===== config.mk =====
export PLATFORM = sky130hd
export DESIGN_NAME = sia_front
export DESIGN_NICKNAME = d
export VERILOG_FILES = /design/src/design/sia_pkg.sv /design/src/design/sia_front.sv
export SDC_FILE = /design/constraint.sdc
export NUM_CORES = 1
export LEC_CHECK = 0
export BUFFER_PORTS_ARGS = -buffer_cell sky130_fd_sc_hd__buf_2
export CELL_PAD_IN_SITES_DETAIL_PLACEMENT = 0
export CELL_PAD_IN_SITES_GLOBAL_PLACEMENT = 1
export CORE_AREA = 2 2 107 109
export DETAILED_ROUTE_END_ITERATION = 7
export DIE_AREA = 0 0 109 111
export GPL_ROUTABILITY_DRIVEN = 0
export PLACE_DENSITY = 0.87
export SYNTH_ARGS = -nofsm -noshare
export SYNTH_HDL_FRONTEND = slang
export SYNTH_SLANG_ARGS = --single-unit

===== constraint.sdc =====
create_clock -name vclk -period 2
set_input_delay 0.1 -clock vclk [all_inputs]
set_output_delay 0.1 -clock vclk [all_outputs]
set_load 0.02 [all_outputs]

===== src/design/sia_pkg.sv =====
`default_nettype none

package sia_pkg;

    localparam int XLEN = 64;

    localparam logic [4:0] OP_UDIV = 5'd0;
    localparam logic [4:0] OP_SDIV = 5'd1;
    localparam logic [4:0] OP_UREM = 5'd2;
    localparam logic [4:0] OP_SREM = 5'd3;
    localparam logic [4:0] OP_MUL  = 5'd4;
    localparam logic [4:0] OP_SHL  = 5'd5;
    localparam logic [4:0] OP_LSHR = 5'd6;
    localparam logic [4:0] OP_ASHR = 5'd7;
    localparam logic [4:0] OP_AND  = 5'd8;
    localparam logic [4:0] OP_OR   = 5'd9;
    localparam logic [4:0] OP_XOR  = 5'd10;
    localparam logic [4:0] OP_ADD  = 5'd11;
    localparam logic [4:0] OP_SUB  = 5'd12;
    localparam logic [4:0] OP_EQ   = 5'd13;
    localparam logic [4:0] OP_NE   = 5'd14;
    localparam logic [4:0] OP_UGT  = 5'd15;
    localparam logic [4:0] OP_UGE  = 5'd16;
    localparam logic [4:0] OP_ULT  = 5'd17;
    localparam logic [4:0] OP_ULE  = 5'd18;
    localparam logic [4:0] OP_SGT  = 5'd19;
    localparam logic [4:0] OP_SGE  = 5'd20;
    localparam logic [4:0] OP_SLT  = 5'd21;
    localparam logic [4:0] OP_SLE  = 5'd22;

    localparam logic [2:0] W_1  = 3'd0;
    localparam logic [2:0] W_8  = 3'd1;
    localparam logic [2:0] W_16 = 3'd2;
    localparam logic [2:0] W_32 = 3'd3;

    typedef enum logic [1:0] {
        KIND_ALU,
        KIND_MUL,
        KIND_DIV
    } kind_t;

    typedef struct packed {
        kind_t             kind;
        logic [4:0]        cmd;
        logic [2:0]        wsel;
        logic [XLEN-1:0]   a;
        logic [XLEN-1:0]   b;
    } alu_item_t;

    function automatic logic [XLEN-1:0] width_mask(input logic [2:0] wsel);
        logic [XLEN-1:0] m;
        case (wsel)
            W_1:     m = 64'h0000_0000_0000_0001;
            W_8:     m = 64'h0000_0000_0000_00ff;
            W_16:    m = 64'h0000_0000_0000_ffff;
            W_32:    m = 64'h0000_0000_ffff_ffff;
            default: m = 64'hffff_ffff_ffff_ffff;
        endcase
        return m;
    endfunction

endpackage

`default_nettype wire


===== src/design/sia_front.sv =====
`default_nettype none

module sia_front
    import sia_pkg::*;
(
    input  wire logic [4:0]      s_cmd,
    input  wire logic [2:0]      s_width_sel,
    input  wire logic [XLEN-1:0] s_operand_a,
    input  wire logic [XLEN-1:0] s_operand_b,
    output alu_item_t            item
);

    logic            sgn;
    logic            is_shift;
    logic [XLEN-1:0] a_ext;
    logic [XLEN-1:0] b_ext;
    logic [XLEN-1:0] shamt;
    kind_t           kind;

    function automatic logic [XLEN-1:0] extend(input logic [XLEN-1:0] v,
                                               input logic [2:0] wsel,
                                               input logic s);
        logic [XLEN-1:0] t;
        case (wsel)
            W_1:     t = {{63{s & v[0]}}, v[0]};
            W_8:     t = {{56{s & v[7]}}, v[7:0]};
            W_16:    t = {{48{s & v[15]}}, v[15:0]};
            W_32:    t = {{32{s & v[31]}}, v[31:0]};
            default: t = v;
        endcase
        return t;
    endfunction

    always_comb begin
        sgn = (s_cmd == OP_SDIV) || (s_cmd == OP_SREM) || (s_cmd == OP_ASHR) ||
              (s_cmd == OP_SGT) || (s_cmd == OP_SGE) || (s_cmd == OP_SLT) ||
              (s_cmd == OP_SLE);
        is_shift = (s_cmd == OP_SHL) || (s_cmd == OP_LSHR) || (s_cmd == OP_ASHR);
        a_ext = extend(s_operand_a, s_width_sel, sgn);
        b_ext = extend(s_operand_b, s_width_sel, sgn);
        // shift amount wraps at the operand width
        case (s_width_sel)
            W_1:     shamt = '0;
            W_8:     shamt = {61'b0, s_operand_b[2:0]};
            W_16:    shamt = {60'b0, s_operand_b[3:0]};
            W_32:    shamt = {59'b0, s_operand_b[4:0]};
            default: shamt = {58'b0, s_operand_b[5:0]};
        endcase
        if (s_cmd == OP_UDIV || s_cmd == OP_SDIV || s_cmd == OP_UREM || s_cmd == OP_SREM) begin
            kind = KIND_DIV;
        end else if (s_cmd == OP_MUL) begin
            kind = KIND_MUL;
        end else begin
            kind = KIND_ALU;
        end
        item.kind = kind;
        item.cmd  = s_cmd;
        item.wsel = s_width_sel;
        item.a    = a_ext;
        item.b    = is_shift ? shamt : b_ext;
    end

endmodule

`default_nettype wire


==> results.py <==
metrics = {
    "grt": {
        "top_usage_layer": "met2",
        "grt_max_degree": 49,
        "grt.total_usage": 0.124,
        "gr-total-overflow": 0,
        "use_met3": 0.00647,
        "grt_pass1_vias": 2502,
        "met2_usage": 0.248,
        "antenna_found_initial": 1,
        "grt_use_met1": 0.151,
        "grt_pass1_wl_mm": 12.4,
    },
    "sta": {
        "layout_setup_ws_ns": 0.153,
        "fmax_ghz": 0.541,
        "rsz0062_at_grt": "no",
        "setup_viol": 0,
        "slew_headroom": 0.726,
        "drv_slew": 0,
        "tightestPinTransition_ns": 0.412,
        "hold_violations": 0,
        "final.min_clock_period_ns": 1.85,
        "tns_ns": 0,
        "min_period_over_period": 0.923,
    },
    "setup_path": {
        "cpMostUsedCell": "buf_2",
        "start_kind": "input port",
        "slowest_delay_ns": 0.37,
        "critical_path_class": "input port to output pin",
        "end_kind": "output pin",
        "crit_chain": "buf_2 -> xor2_1 -> a2111oi_4 -> buf_4 -> nand3b_2 -> a21oi_1 -> buf_2",
        "cp_max_fo": 16,
        "cpMaxStageDelayCell": "a2111oi_4",
        "arrival_ns": 1.75,
        "path_delay_family": "compound AO/OA/AOI/OAI gates",
        "path_depth": 7,
        "cp.required_ns": 1.90,
        "crit_path_end": "item[16]",
        "crit_start": "s_cmd[2]",
        "crit_buf_inv": 3,
    },
    "finish": {
        "n_antenna_cell": 0,
        "drive_gt1_frac": 0.615,
        "syn_to_final_growth_pct": 91.1,
        "nClkBuffers": 0,
        "design_area_um2": 3050,
        "fin_util": 0.275,
        "seq_cells": 0,
        "seqCellArea_um2": 0,
        "fin_nets": 650,
    },
    "yosys": {
        "synth_fp_nets": 404,
        "ys_seq_area_frac": 0,
        "syn_avg_cell_area_um2": 5.95,
        "netlist_instances": 268,
        "syn_area_um2": 1590,
        "yosysUniqueCellTypes": 32,
        "yosys_warnings": 0,
    },
    "status": {
        "status": "finished clean",
    },
    "die": {
        "rows": 39,
        "initial_core_util": 0.144,
        "die_h_um": 111,
        "fp.dieArea_um2": 12100,
        "ios": 274,
        "die_w_um": 109,
        "core-area_um2": 11100,
    },
    "drt": {
        "drt_iter0_markers": 121,
        "firstDrtPassIters": 4,
        "viasPerCell": 4.31,
        "wl_mm": 8.51,
        "drc": 0,
        "routedWlPerCell_um": 13.0,
        "postRouteAntennaNets": 0,
        "vias": 2820,
    },
    "placed_design": {
        "placed_area_um2": 3040,
        "dp_slack_ns": 0.0979,
        "port_buffers": 274,
        "dp_hpwl_mm": 6.90,
    },
    "cts": {
        "post-cts-setup-buffer-count": 0,
    },
    "power": {
        "pwr_density_cell_nw_per_um2": 305,
        "ir_drop_uv": 96.2,
        "power.leakage_uw": 0.00216,
    },
    "flow_run": {
        "cap_violations": 0,
    },
    "hold_path": {
        "hold_path_startpoint": "s_operand_a[0]",
        "hold_path.class": "input port to output pin",
    },
}
[layer usage]
layer	vias to the layer above	wire length, um	part of all wire
met2	159	4290	0.50
met4	0	14	0.0016
met1	1238	3460	0.41
met5	-	0	0
met3	2	742	0.087
li1	1421	-	-
[cells by family (layout without fill, tap and decap cells)]
group           Yosys count  after routing  share of synthesized area
buf+inv                  45            289                      0.154
xor+xnor                  1              1                    0.00550
simple gates             81             81                      0.237
mux                       6              6                     0.0408
compound gates          135            135                      0.563
[what timing repair did]
item                                    CTS  global route
endpoints found under the setup margin    0             1
hold buffers                              0             0
gates resized for setup                   0             1
[per-stage QoR]
| step | std cells | total power (uW) | hold WS [ns] |
|---|---|---|---|
| 2_1_floorplan | 268 | 569 | 0.280 |
| 3_3_place_gp | 655 | 934 | 0.458 |
| 3_5_place_dp | 655 | 934 | 0.458 |
| 4_1_cts | 655 | 938 | 0.458 |
| 5_1_grt | 655 | 1010 | 0.471 |
| 6_report | 655 | 928 | 0.454 |
[final cells by class]
| cell class | count | area [um2] |
|---|---|---|
| multi-input cells | 223 | 1360 |
| repair buffers | 286 | 1500 |
| inverters | 3 | 11.3 |
| well taps | 143 | 179 |
| fillers | 1257 | 8030 |
[worst min path at each step]
stage                     end  slack (ns)  cells past startpoint
global placement     item[64]        0.46                      2
finish               item[64]        0.45                      2
global route         item[64]        0.47                      2
CTS                  item[64]        0.46                      2
floorplan           item[137]        0.28                      1
detailed placement   item[64]        0.46                      2
[Yosys cell counts, types with 2 or more instances]
| library cell | number | area share |
|---|---|---|
| nor3_1 | 2 | 0.0063 |
| buf_2 | 9 | 0.028 |
| mux2i_1 | 2 | 0.013 |
| and3_2 | 2 | 0.0094 |
| nand3b_1 | 2 | 0.0094 |
| o21ai_0 | 3 | 0.0094 |
| nor2_1 | 5 | 0.012 |
| a21oi_1 | 59 | 0.19 |
| inv_1 | 3 | 0.0071 |
| a21o_2 | 16 | 0.088 |
| buf_4 | 9 | 0.042 |
| nand2_1 | 60 | 0.14 |
| clkbuf_1 | 19 | 0.045 |
| mux2_2 | 4 | 0.028 |
| buf_6 | 4 | 0.028 |
| a21o_1 | 53 | 0.25 |
[where the power goes]
group	total [uW]	leakage (uW)	switching, uW	internal (uW)
Sequential	0	0	0	0
Combinational	928	0.00216	548	379
Clock	0	0	0	0
Total	928	0.00216	548	379
[cell usage in the layout (no fill, tap or decap), drive strengths merged, types with 2 or more instances in the layout]
master / n
buf: 286
a21o: 69
nand2: 60
a21oi: 59
nor2: 6
mux2: 4
inv: 3
o21ai: 3
nand3b: 3
and3: 2
nor3: 2
mux2i: 2
Power figures use the tool's default switching activity.
