`config.mk`:
```
export PLATFORM = sky130hd
export DESIGN_NAME = sia_fifo
export DESIGN_NICKNAME = d
export VERILOG_FILES = /design/src/design/sia_pkg.sv /design/src/design/sia_fifo.sv
export SDC_FILE = /design/constraint.sdc
export NUM_CORES = 1
export LEC_CHECK = 0
export BUFFER_PORTS_ARGS = -buffer_cell sky130_fd_sc_hd__buf_4
export CORE_ASPECT_RATIO = 1.25
export CORE_UTILIZATION = 50
export DETAILED_ROUTE_END_ITERATION = 12
export GPL_TIMING_DRIVEN = 0
export MAX_ROUTING_LAYER = met4
export PLACE_DENSITY_LB_ADDON = 0.05
export SETUP_SLACK_MARGIN = 0.05
export SYNTH_ARGS = -nofsm -noshare
export SYNTH_HDL_FRONTEND = slang
export SYNTH_SLANG_ARGS = --single-unit
```
`constraint.sdc`:
```
create_clock -name aclk -period 6.9 [get_ports aclk]
set_clock_uncertainty 0.15 [all_clocks]
set_input_delay 0.345 -clock aclk [delete_from_list [all_inputs] [get_ports aclk]]
set_output_delay 0.345 -clock aclk [all_outputs]
set_load 0.05 [all_outputs]
```
`src/design/sia_pkg.sv`:
```
`default_nettype none

package sia_pkg;

    localparam int XLEN = 64;

    localparam logic [4:0] OP_UDIV = 5'd0;
    localparam logic [4:0] OP_SDIV = 5'd1;
    localparam logic [4:0] OP_UREM = 5'd2;
    localparam logic [4:0] OP_SREM = 5'd3;
    localparam logic [4:0] OP_MUL  = 5'd4;
    localparam logic [4:0] OP_SHL  = 5'd5;
    localparam logic [4:0] OP_LSHR = 5'd6;
    localparam logic [4:0] OP_ASHR = 5'd7;
    localparam logic [4:0] OP_AND  = 5'd8;
    localparam logic [4:0] OP_OR   = 5'd9;
    localparam logic [4:0] OP_XOR  = 5'd10;
    localparam logic [4:0] OP_ADD  = 5'd11;
    localparam logic [4:0] OP_SUB  = 5'd12;
    localparam logic [4:0] OP_EQ   = 5'd13;
    localparam logic [4:0] OP_NE   = 5'd14;
    localparam logic [4:0] OP_UGT  = 5'd15;
    localparam logic [4:0] OP_UGE  = 5'd16;
    localparam logic [4:0] OP_ULT  = 5'd17;
    localparam logic [4:0] OP_ULE  = 5'd18;
    localparam logic [4:0] OP_SGT  = 5'd19;
    localparam logic [4:0] OP_SGE  = 5'd20;
    localparam logic [4:0] OP_SLT  = 5'd21;
    localparam logic [4:0] OP_SLE  = 5'd22;

    localparam logic [2:0] W_1  = 3'd0;
    localparam logic [2:0] W_8  = 3'd1;
    localparam logic [2:0] W_16 = 3'd2;
    localparam logic [2:0] W_32 = 3'd3;

    typedef enum logic [1:0] {
        KIND_ALU,
        KIND_MUL,
        KIND_DIV
    } kind_t;

    typedef struct packed {
        kind_t             kind;
        logic [4:0]        cmd;
        logic [2:0]        wsel;
        logic [XLEN-1:0]   a;
        logic [XLEN-1:0]   b;
    } alu_item_t;

    function automatic logic [XLEN-1:0] width_mask(input logic [2:0] wsel);
        logic [XLEN-1:0] m;
        case (wsel)
            W_1:     m = 64'h0000_0000_0000_0001;
            W_8:     m = 64'h0000_0000_0000_00ff;
            W_16:    m = 64'h0000_0000_0000_ffff;
            W_32:    m = 64'h0000_0000_ffff_ffff;
            default: m = 64'hffff_ffff_ffff_ffff;
        endcase
        return m;
    endfunction

endpackage

`default_nettype wire

```
`src/design/sia_fifo.sv`:
```
`default_nettype none

module sia_fifo
    import sia_pkg::*;
#(
    parameter int DEPTH = 4
) (
    input  wire logic      aclk,
    input  wire logic      aresetn,
    input  wire logic      push,
    input  wire alu_item_t push_item,
    output logic           full,
    input  wire logic      pop,
    output logic           not_empty,
    output alu_item_t      head
);

    localparam int PW = (DEPTH > 1) ? $clog2(DEPTH) : 1;
    localparam int CW = $clog2(DEPTH + 1);

    alu_item_t       mem_reg [DEPTH];
    logic [PW-1:0]   wr_ptr_reg, wr_ptr_next;
    logic [PW-1:0]   rd_ptr_reg, rd_ptr_next;
    logic [CW-1:0]   count_reg, count_next;
    logic            do_push, do_pop;

    assign full      = (count_reg == CW'(DEPTH));
    assign not_empty = (count_reg != '0);
    assign head      = mem_reg[rd_ptr_reg];
    assign do_push   = push && !full;
    assign do_pop    = pop && not_empty;

    always_comb begin
        wr_ptr_next = wr_ptr_reg;
        rd_ptr_next = rd_ptr_reg;
        count_next  = count_reg;
        if (do_push) begin
            wr_ptr_next = (wr_ptr_reg == PW'(DEPTH - 1)) ? '0 : wr_ptr_reg + 1'b1;
        end
        if (do_pop) begin
            rd_ptr_next = (rd_ptr_reg == PW'(DEPTH - 1)) ? '0 : rd_ptr_reg + 1'b1;
        end
        if (do_push && !do_pop) begin
            count_next = count_reg + 1'b1;
        end else if (do_pop && !do_push) begin
            count_next = count_reg - 1'b1;
        end
    end

    always_ff @(posedge aclk) begin
        if (!aresetn) begin
            wr_ptr_reg <= '0;
            rd_ptr_reg <= '0;
            count_reg  <= '0;
        end else begin
            wr_ptr_reg <= wr_ptr_next;
            rd_ptr_reg <= rd_ptr_next;
            count_reg  <= count_next;
        end
        if (do_push) begin
            mem_reg[wr_ptr_reg] <= push_item;
        end
    end

endmodule

`default_nettype wire

```
==> reports/results.tsv, run 1 <==
stage	metric	value	unit
clocking	CTS root buf	clkbuf_16	
timing	Fmax	324.8	MHz
critical_path	CP Depth	4	
timing	Worst slew margin	42.21	%
routing	Vias	9621	
timing	Setup violations, final	0	
synthesis	Post-Synth XOR/XNOR Area	0.08543	%
synthesis	post-synthesis sequential area ratio	81.72	%
global_route	first-pass GRT wire length	60550	um
timing	Min Hold Slack	0.07873	ns
clocking	cts repair resizes	0	
power	Pwr Total	10.72	mW
routing	final WL	39760	um
power	Max rail drop VDD	0.2887	mV
final_layout	area occupied by multi-input gates	3395	um^2
floorplan	Cell Rows	82	
routing	antenna-violating nets left	0	
timing	unrepaired setup endpoints after global routing	no	
floorplan	Ports	282	
global_route	largest net degree at the start of global routing	57	
placement	PortBufs	281	
clocking	Setup Fix Bufs, Post-CTS	0	
synthesis	Async S/R FF share, synth	0	%
floorplan	die width	183.1	um
final_layout	fillcell total	2732	
synthesis	Compound-Gate Fraction of Synth Area	0.1464	%
clocking	cts hold-fix bufs	139	
floorplan	Core ar.	40220	um^2
timing	Slew Viols, Final	0	
clocking	CTS tree	yes	
global_route	Tot GR Track Use	19.95	%
critical_path	Worst EP arrival	2.58	ns
global_route	total congestion overflow	0	
routing	wire per inst	21.53	um
synthesis	Post-Syn Instances	772	
timing	final hold vios	0	
global_route	initial antenna violation count	1	
synthesis	Syn Nets	921	
critical_path	Worst path max stage delay	0.66	ns
critical_path	critical path startpoint category	flop	
timing	crit path time final	3.079	ns
synthesis	post-synthesis mux area share	15.30	%
synthesis	Avg Cell Area, Syn	26.56	um^2
critical_path	Reg2Reg Depth	6	
power	Lkg Pwr	9.104	nW
power	pwr dens	401.0	nW/um^2
power	Logic pwr share	33.5	%
floorplan	Die Span Y	228.4	um
clocking	Skew-Pair Late Insertion Delay	0.57	ns
final_layout	share of layout cells above drive strength 1	41.54	%
placement	GPL Wtd Cong	0.6952	
synthesis	main flop type after synthesis	edfxtp_1	
routing	DR vias/cell	5.209	
critical_path	Worst Path Max Fanout	10	
power	Internal	7.192	mW
power	Clk pwr share	27.1	%
routing	First-pass DRT Iterations	4	
clocking	Bufs on Longest Clock Path	3	
timing	measured slew at the worst slew-check pin	0.8668	ns
clocking	clock-pin slew on the worst setup and hold paths	0.07	ns
clocking	htree depth	2	
run_status	status	finished, final reports clean	
critical_path	Cell Chain, Critical Path	clkbuf_1 -> buf_2 -> mux4_2 -> buf_4	
synthesis	synth unique cells	24	
critical_path	CP delay by family, top	buffers and inverters	
floorplan	Starting Density	50.98	%
critical_path	Req. time, crit path	6.40	ns
synthesis	simple-gate share of the synthesized area	0.5065	%
final_layout	max reg flops	552	
final_layout	Nets	1407	
power	Flop pwr share	39.4	%
hold_path	WHS Path Cells	3	
final_layout	Area Growth Syn to Fin	30.39	%
synthesis	largest family of logic cells by synthesized area	multiplexers	
power	switching portion of total power	32.92	%
critical_path	Crit Path Class	reg2out	
synthesis	synthesized cell area	20500	um^2
synthesis	Synth Register Bits	561	
synthesis	synth warn	0	
synthesis	EDFF count, synth	552	
synthesis	Post-Synth Adder-Cell Area	0.4638	%
floorplan	die area	41830	um^2
clocking	total CTS buffers	53	
final_layout	Reg area	16760	um^2
power	P_sw	3.530	mW
routing	DR DRC count	0	
hold_path	worst hold path class	in2reg	
run	max-cap violation count	0	
routing	Initial DRC Count	518	
critical_path	Worst Setup End Kind	primary output	
placement	HPWL Detailed	23890	um
critical_path	Worst path slowest cell	clkbuf_1	
critical_path	worst path bufs/invs	3	
clocking	clk sink count	561	
global_route	vias in the first global route	10420	
timing	period utilization	44.62	%
[cell usage after synthesis (4+ instances only)]
master	count	area share [%]
buf_12	11	1.1
buf_2	13	0.32
mux4_2	138	15
dfxtp_1	9	0.88
edfxtp_1	552	81
ha_1	6	0.37
and2_1	5	0.15
buf_6	4	0.22
nand2_1	6	0.11
clkbuf_1	4	0.073
[cell usage in the layout, fill, tap and decap left out, types with 2 or more instances in the layout]
master and n:
clkinvlp_4 3, clkinv_2 10, ha_1 6, and2_4 4, or3_1 2, inv_1 3, buf_6 4, buf_2 13
mux2i_1 3, nor2_1 2, nor2b_1 2, buf_16 8, dfxtp_1 9, mux4_2 138, clkbuf_1 14, buf_12 14
clkinv_1 10, nand2_1 6, nand3_1 2, dlygate4sd3_1 139, buf_4 282, clkbuf_16 55, edfxtp_1 552, o21ai_0 3
bufinv_16 7
[worst paths after layout]
| kind | endpoint | from | slack [ns] |
|---|---|---|---|
| setup / recovery | head[80] | flop | 3.82 |
| hold / removal | rd_ptr_reg[0]$_SDFFE_PN0P_ | pop | 0.08 |
| setup reg to reg | mem_reg[3][123]$_DFFE_PP_ | count_reg[0]$_SDFFE_PN0P_ | 4.21 |
| hold reg to reg | wr_ptr_reg[1]$_SDFFE_PN0P_ | wr_ptr_reg[1]$_SDFFE_PN0P_ | 0.37 |
[per-layer routing]
metal  track usage (%)  vias to the layer above  share of wire [%]
met2             33.63                      256                 52
met1             24.44                     5005                 40
met4             4.948                        0                1.8
met5                 -                        -                  0
li1                  -                     4303                  -
met3             4.589                       57                5.8
[stage by stage]
step / TNS [ns] / cell area, um^2 / instances / setup slack [ns] / utilization [%]
6_report: 0 / 26740 / 1847 / 3.821 / 66.48
5_1_grt: 0 / 26740 / 1847 / 3.627 / 66.48
4_1_cts: 0 / 26730 / 1846 / 3.685 / 66.47
3_5_place_dp: 0 / 23590 / 1610 / 4.157 / 58.65
3_3_place_gp: -346.21 / 23300 / 1599 / -0.6730 / 57.93
2_1_floorplan: 0 / 20500 / 772 / 1.976 / -
[worst min-delay path, cell delays in order]
cell	delay, ns
buf_4	0.11
o31ai_1	0.14
o21ai_0	0.14
[power by group through the flow]
stage	sequential, mW	clock (mW)	combinational [mW]
floorplan	4.32	0	2.52
global placement	4.39	0	3.52
detailed placement	4.30	0	3.58
CTS	4.23	2.97	3.65
global route	4.26	3.08	3.76
finish	4.22	2.91	3.59
[cell type report]
class                   count  share of cell area (%)
inverters                   3                 0.04212
diodes                      1                0.009360
clock buffers              65                   5.288
repair buffers            431                   14.14
clock inverters            32                   1.273
flip-flops and latches    561                   62.67
multi-input cells         175                   12.70
well taps                 546                   2.555
plain buffers              33                   1.320
[logic make-up after synthesis]
group | Yosys count
fa+ha+maj | 7
simple gates | 20
compound gates | 5
xor+xnor | 2
buf+inv | 36
flops | 561
mux | 141
Power figures use the tool's default switching activity.
==> inputs of run 2 (changes only) <==
--- a/config.mk
+++ b/config.mk
@@ -5,6 +5,7 @@
 export SDC_FILE = /design/constraint.sdc
 export NUM_CORES = 1
 export LEC_CHECK = 0
+export ABC_AREA = 1
 export BUFFER_PORTS_ARGS = -buffer_cell sky130_fd_sc_hd__buf_4
 export CORE_ASPECT_RATIO = 1.25
 export CORE_UTILIZATION = 50
==> constraint.sdc (replaced) <==
create_clock -name aclk -period 3.1 [get_ports aclk]
set_clock_uncertainty 0.15 [all_clocks]
set_input_delay 0.155 -clock aclk [delete_from_list [all_inputs] [get_ports aclk]]
set_output_delay 0.155 -clock aclk [all_outputs]
set_load 0.05 [all_outputs]
==> run 2 against run 1 <==
Net effect:
- critical path depth is 1 higher
- flip-flop and latch count is the same
- worst hold slack gained 0.087 ns
- largest cell class unchanged
- die area up 1.7%
- wire length up 29%
- first-iteration DRC count up 64%
==> reports/results.tsv, run 2 <==
stage	metric	value	unit	change
run_status	status	finished, final reports clean		
hold_path	worst hold path class	in2reg		
global_route	total congestion overflow	0		unchanged
placement	DP Area	24190	um^2	+2.5%
power	switching portion of total power	39.61	%	+6.7 points
power	P_sw	10.23	mW	+190%
routing	Initial DRC Count	848		+64%
routing	Routed met2 length	25780	um	+24%
clocking	clock-pin slew on the worst setup and hold paths	0.06	ns	about the same
synthesis	largest family of logic cells by synthesized area	compound AO/OA/AOI/OAI gates		
timing	final setup TNS	0	ns	unchanged
floorplan	Starting Density	50.72	%	-0.27 points
hold_path	WHS Path Cells	2		-1
synthesis	Syn Nets	1554		+69%
routing	DR vias/cell	5.369		+3.1%
clocking	total CTS buffers	53		unchanged
critical_path	Worst Path Max Fanout	10		unchanged
synthesis	synth warn	0		unchanged
final_layout	Nets	2055		+46%
power	pwr dens	947.5	nW/um^2	+140%
routing	met3 WL	3692	um	+59%
synthesis	post-synthesis mux area share	0	%	-15 points
synthesis	count leader, synth	edfxtp_1		
floorplan	Core ar.	41120	um^2	+2.3%
timing	setup ws final	0.2016	ns	-3.619 ns
synthesis	Synth Register Bits	561		unchanged
floorplan	Ports	282		unchanged
synthesis	Synth top area share	79.47	%	-1.4 points
critical_path	Worst EP arrival	2.59	ns	about the same
power	Max rail drop VDD	0.5700	mV	+97%
timing	Fmax	345.0	MHz	
global_route	initial antenna violation count	4		+3
final_layout	Area Growth Syn to Fin	30.74	%	
critical_path	Req. time, crit path	2.79	ns	-3.61 ns
synthesis	Post-Synth Adder-Cell Area	0.4559	%	-0.0078 points
timing	crit path time final	2.898	ns	
placement	HPWL Detailed	31950	um	+34%
global_route	Tot GR Track Use	24.69	%	+4.7 points
final_layout	Finished Cell Area	27270	um^2	+2.0%
critical_path	Crit Path Class	reg2out		
synthesis	synth unique cells	20		-17%
routing	antenna-violating nets left	0		unchanged
power	Flop pwr share	36.4	%	-3.0 points
timing	Min Hold Slack	0.1657	ns	+0.08698 ns
placement	Placement Setup Slack	0.4552	ns	-3.702 ns
clocking	Skew-Pair Late Insertion Delay	0.57	ns	about the same
clocking	Bufs on Longest Clock Path	3		unchanged
clocking	CTS tree	yes		
timing	Setup violations, final	0		unchanged
synthesis	simple-gate share of the synthesized area	5.633	%	+5.1 points
synthesis	Async S/R FF share, synth	0	%	unchanged
clocking	clk sink count	561		unchanged
routing	final WL	51100	um	+29%
clocking	htree depth	2		unchanged
timing	measured slew at the worst slew-check pin	0.9681	ns	+0.1013 ns
clocking	cts repair resizes	0		unchanged
critical_path	Reg2Reg Depth	7		+1
synthesis	ranking of synthesized cells by area	edfxtp_1 (79%), nor2_1 (5.3%), o21ai_0 (4.2%), o22ai_1 (4.1%), o21ai_1 (2.5%)		
timing	Slew Viols, Final	0		unchanged
placement	cell count after placement	2260		+40%
routing	Vias	13450		+40%
floorplan	Die Span Y	230.4	um	+0.85%
floorplan	Cell Rows	83		+1.2%
synthesis	EDFF count, synth	552		unchanged
placement	GPL Wtd Cong	0.7389		+6.3%
global_route	largest net degree at the start of global routing	29		-49%
timing	Worst slew margin	35.31	%	-6.9 points
global_route	vias in the first global route	13620		+31%
synthesis	Post-synth top cells	edfxtp_1 (552), nor2_1 (293), o21ai_0 (174)		
synthesis	leading area contributor after synthesis	edfxtp_1		
routing	top routing layer in use	met4		
run	max-cap violation count	0		unchanged
final_layout	commonest cells after routing, fill and taps aside	edfxtp_1 (552), nor2_1 (288), buf_4 (283)		
synthesis	Post-Synth XOR/XNOR Area	0	%	-0.085 points
global_route	first-pass GRT wire length	76180	um	+26%
placement	PortBufs	281		unchanged
clocking	Setup Fix Bufs, Post-CTS	0		unchanged
clocking	CTS root buf	clkbuf_16		
final_layout	fin cells	2505		+36%
power	Internal	15.60	mW	+120%
power	Logic pwr share	39.8	%	+6.3 points
synthesis	Avg Cell Area, Syn	14.85	um^2	-44%
synthesis	Post-Syn Instances	1405		+82%
synthesis	post-synthesis sequential area ratio	80.34	%	-1.4 points
routing	Met1 Wirelength	20290	um	+27%
critical_path	Worst Setup End Kind	primary output		
timing	unrepaired setup endpoints after global routing	no		
final_layout	share of layout cells above drive strength 1	22.01	%	-20 points
final_layout	max reg flops	552		unchanged
routing	First-pass DRT Iterations	5		+1
routing	wire per inst	20.40	um	-5.2%
critical_path	critical path startpoint category	flop		
routing	DR DRC count	0		unchanged
power	Lkg Pwr	9.662	nW	+6.1%
timing	final hold vios	0		unchanged
timing	period utilization	93.50	%	
synthesis	main flop type after synthesis	edfxtp_1		
power	Clk pwr share	23.8	%	-3.3 points
floorplan	die area	42540	um^2	+1.7%
synthesis	Compound-Gate Fraction of Synth Area	10.86	%	+11 points
synthesis	synthesized cell area	20860	um^2	+1.7%
final_layout	commonest non-fill, non-tap cell in the layout	edfxtp_1		
floorplan	die width	184.7	um	+0.85%
run 2: cell types whose count changed after synthesis, sizes merged, moves of 17 or more:
cell and change:
o21ai +275, buf +17, clkbuf +40, nor2 +291, mux4 -138, o22ai +138
run 2: power by group through the flow:
stage	clock, mW	combinational [mW]	sequential [mW]
floorplan	0	6.58	9.58
global placement	0	9.84	9.67
detailed placement	0	10.2	9.58
CTS	6.24	10.3	9.42
global route	6.54	10.8	9.48
finish	6.14	10.3	9.42
run 2: kinds of logic after synthesis:
family	Yosys count
fa+ha+maj	7
buf+inv	108
simple gates	311
compound gates	418
flops	561
run 2: worst paths after layout:
path,from,endpoint,slack (ns)
worst max-delay path,flop,head[93],0.20
worst min-delay path,push_item[110],mem_reg[0][110]$_DFFE_PP_,0.17
worst max register to register,count_reg[0]$_SDFFE_PN0P_,mem_reg[3][77]$_DFFE_PP_,0.51
worst min register to register,count_reg[0]$_SDFFE_PN0P_,count_reg[0]$_SDFFE_PN0P_,0.34
run 2: final cells by class:
| cell class | instances | area, um^2 |
|---|---|---|
| Clock buffer | 72 | 1440 |
| Buffer | 90 | 496.7 |
| Sequential cell | 561 | 16760 |
| Multi-Input combinational cell | 736 | 3577 |
| Tap cell | 552 | 690.7 |
| Inverter | 18 | 70.07 |
| Timing Repair Buffer | 446 | 4026 |
| Antenna cell | 4 | 10.01 |
| Clock inverter | 26 | 198.9 |
| Fill cell | 3049 | 13860 |
run 2: routing by layer:
metal,vias to the layer above,global-route usage (%)
met5,-,-
met4,0,7.851
met3,83,5.490
met2,437,40.91
met1,6606,30.13
li1,6324,-
run 2: worst max-delay path, stage by stage, from the launching register on:
cell and delay (ns):
dfxtp_1 0.62, buf_6 0.26, clkbuf_1 0.44, o21ai_0 0.17, o22ai_1 0.27, buf_4 0.25
run 2: what timing repair did:
action / CTS / global route
hold endpoints to repair: 561 / 0
endpoints found under the setup margin: 0 / 0
hold buffers: 143 / 0
run 2: metrics by stage:
stage,total power [mW],util (%)
2_1_floorplan,16.16,-
3_3_place_gp,19.51,57.64
3_5_place_dp,19.73,58.82
4_1_cts,26.00,66.28
5_1_grt,26.86,66.31
6_report,25.84,66.31
==> inputs of run 3 (changes only) <==
--- a/config.mk
+++ b/config.mk
@@ -8,12 +8,13 @@
 export ABC_AREA = 1
 export BUFFER_PORTS_ARGS = -buffer_cell sky130_fd_sc_hd__buf_4
 export CORE_ASPECT_RATIO = 1.25
-export CORE_UTILIZATION = 50
+export CORE_UTILIZATION = 57
 export DETAILED_ROUTE_END_ITERATION = 12
 export GPL_TIMING_DRIVEN = 0
 export MAX_ROUTING_LAYER = met4
 export PLACE_DENSITY_LB_ADDON = 0.05
 export SETUP_SLACK_MARGIN = 0.05
+export SKIP_LAST_GASP = 1
 export SYNTH_ARGS = -nofsm -noshare
 export SYNTH_HDL_FRONTEND = slang
 export SYNTH_SLANG_ARGS = --single-unit
==> run 3 against run 2 <==
Net effect:
- utilization rose by 9.7 points
- die area fell by 12%
- power rose by 0.56%
- critical path depth rose by 1
- worst hold slack improved by 0.0092 ns
- register-to-register slack improved by 0.09 ns
- combinational power barely moved
- final cell count fell by 3.5%
- flip-flop and latch count did not move
- clock power rose by 3%
==> reports/results.tsv, run 3 (same netlist as run 2, synthesis figures left out) <==
stage	metric	value	unit	change
clocking	clock-pin slew on the worst setup and hold paths	0.07	ns	about the same
global_route	initial antenna violation count	2		-2
clocking	cts hold-fix bufs	141		-1.4%
hold_path	worst hold path class	in2reg		
placement	DP Area	24050	um^2	-0.58%
routing	First-pass DRT Iterations	5		unchanged
final_layout	Finished Cell Area	27160	um^2	-0.39%
routing	antenna-violating nets left	0		unchanged
floorplan	Core ar.	35740	um^2	-13%
clocking	clk sink count	561		unchanged
critical_path	Req. time, crit path	2.79	ns	about the same
floorplan	Cell Rows	77		-7.2%
placement	cell count after placement	2181		-3.5%
timing	period utilization	93.89	%	+0.39 points
power	P_sw	10.21	mW	-0.27%
clocking	CTS root buf	clkbuf_16		
final_layout	fillcell total	2136		-30%
timing	final hold vios	0		unchanged
floorplan	Die Span Y	215.9	um	-6.3%
final_layout	Area Growth Syn to Fin	30.23	%	
floorplan	die area	37370	um^2	-12%
final_layout	max reg flops	552		unchanged
timing	measured slew at the worst slew-check pin	0.8286	ns	-0.1395 ns
floorplan	die width	173.1	um	-6.3%
placement	GPL Wtd Cong	0.7779		+5.3%
clocking	CTS tree	yes		
clocking	Skew-Pair Late Insertion Delay	0.56	ns	about the same
clocking	htree depth	2		unchanged
placement	HPWL Detailed	30360	um	-5.0%
hold_path	hold path startpoint	push_item[67]		
timing	unrepaired setup endpoints after global routing	no		
critical_path	Worst Setup End Kind	primary output		
timing	Worst slew margin	44.63	%	+9.3 points
global_route	vias in the first global route	13950		+2.4%
global_route	Tot GR Track Use	27.49	%	+2.8 points
placement	PortBufs	281		unchanged
critical_path	Worst R2R Start	count_reg[0]$_SDFFE_PN0P_		
clocking	Setup Fix Bufs, Post-CTS	0		unchanged
run_status	status	finished, final reports clean		
routing	Initial DRC Count	1137		+34%
power	pwr dens	956.4	nW/um^2	+0.94%
critical_path	critical path startpoint category	flop		
critical_path	Worst EP arrival	2.61	ns	+0.02 ns
routing	final WL	50550	um	-1.1%
global_route	largest net degree at the start of global routing	30		+3.4%
power	Clk pwr share	24.3	%	+0.5 points
critical_path	Crit Path Class	reg2out		
routing	DR vias/cell	5.671		+5.6%
timing	Setup violations, final	0		unchanged
global_route	first-pass GRT wire length	75660	um	-0.68%
power	Max rail drop VDD	0.7657	mV	+34%
final_layout	share of layout cells above drive strength 1	22.41	%	+0.40 points
final_layout	commonest cells after routing, fill and taps aside	edfxtp_1 (552), nor2_1 (288), buf_4 (283)		
final_layout	Nets	2049		-0.29%
routing	DR DRC count	0		unchanged
routing	wire per inst	20.91	um	+2.5%
final_layout	commonest non-fill, non-tap cell in the layout	edfxtp_1		
run	max-cap violation count	0		unchanged
timing	Slew Viols, Final	0		unchanged
power	Lkg Pwr	9.659	nW	about the same
final_layout	fin cells	2418		-3.5%
power	Flop pwr share	36.3	%	about the same
power	Internal	15.77	mW	+1.1%
clocking	total CTS buffers	50		-5.7%
routing	Vias	13710		+1.9%
clocking	Bufs on Longest Clock Path	3		unchanged
floorplan	Ports	282		unchanged
floorplan	Starting Density	58.35	%	+7.6 points
timing	Fmax	343.6	MHz	-0.42%
power	switching portion of total power	39.29	%	-0.32 points
power	Logic pwr share	39.4	%	-0.4 points
critical_path	Worst Path Max Fanout	10		unchanged
timing	crit path time final	2.911	ns	+0.01215 ns
clocking	cts repair resizes	0		unchanged
final_layout	Final Util	76.00	%	+9.7 points
global_route	total congestion overflow	0		unchanged
run 3: cell types whose count changed in the layout (fill, tap and decap cells not counted), moves of 3 or more:
| cell | delta |
|---|---|
| bufinv_16 | +4 |
| clkinv_1 | -4 |
| clkinvlp_4 | +3 |
| clkbuf_1 | -8 |
| buf_16 | -3 |
run 3: power groups by stage:
stage / Sequential (mW) / Clock [mW] / Combinational (mW)
floorplan: 9.58 / 0 / 6.58
global placement: 9.66 / 0 / 9.75
detailed placement: 9.58 / 0 / 10.0
CTS: 9.42 / 6.38 / 10.2
global route: 9.48 / 6.68 / 10.8
finish: 9.42 / 6.32 / 10.2
run 3: area by class of cell:
cell class                      instances  area (um^2)  area share, %
Buffer                                 90        496.7          1.829
Clock inverter                         31        336.6          1.239
Timing Repair Buffer                  443         3964          14.59
Antenna cell                            3        7.507        0.02764
Sequential cell                       561        16760          61.70
Multi-Input combinational cell        736         3577          13.17
Tap cell                              474        593.1          2.183
Inverter                               18        70.07         0.2579
Clock buffer                           62         1360          5.007
run 3: final timing paths:
path / endpoint / slack (ns) / depth (start not counted)
setup / recovery: head[122] / 0.19 / 6
hold / removal: mem_reg[0][67]$_DFFE_PP_ / 0.17 / 2
setup reg to reg: mem_reg[0][30]$_DFFE_PP_ / 0.60 / 7
hold reg to reg: count_reg[0]$_SDFFE_PN0P_ / 0.34 / 2
run 3: worst max-delay path: stages, from the launching register on:
cell and delay [ns]:
dfxtp_1 0.62, buf_6 0.26, buf_6 0.20, buf_2 0.27
nor2_1 0.10, o22ai_1 0.30, buf_4 0.27
run 3: routing by layer:
| layer | vias to the layer above | share of wire, % | track usage, % |
|---|---|---|---|
| li1 | 6306 | - | - |
| met1 | 6796 | 38 | 33.05 |
| met2 | 537 | 52 | 47.10 |
| met3 | 73 | 7.2 | 5.409 |
| met4 | 0 | 2.0 | 8.348 |
| met5 | - | 0 | - |
run 3: metrics by stage:
stage | TNS [ns] | hold WS (ns) | setup WS (ns) | power [mW]
after floorplan | -69.41 | 0.1039 | -0.1405 | 16.16
after global placement | -923.81 | 0.2040 | -1.755 | 19.41
after detailed placement | 0 | 0.2075 | 0.5768 | 19.62
after CTS | 0 | 0.1610 | 0.1112 | 26.04
after global routing | 0 | 0.1683 | 0.05479 | 26.92
final | 0 | 0.1749 | 0.1894 | 25.98
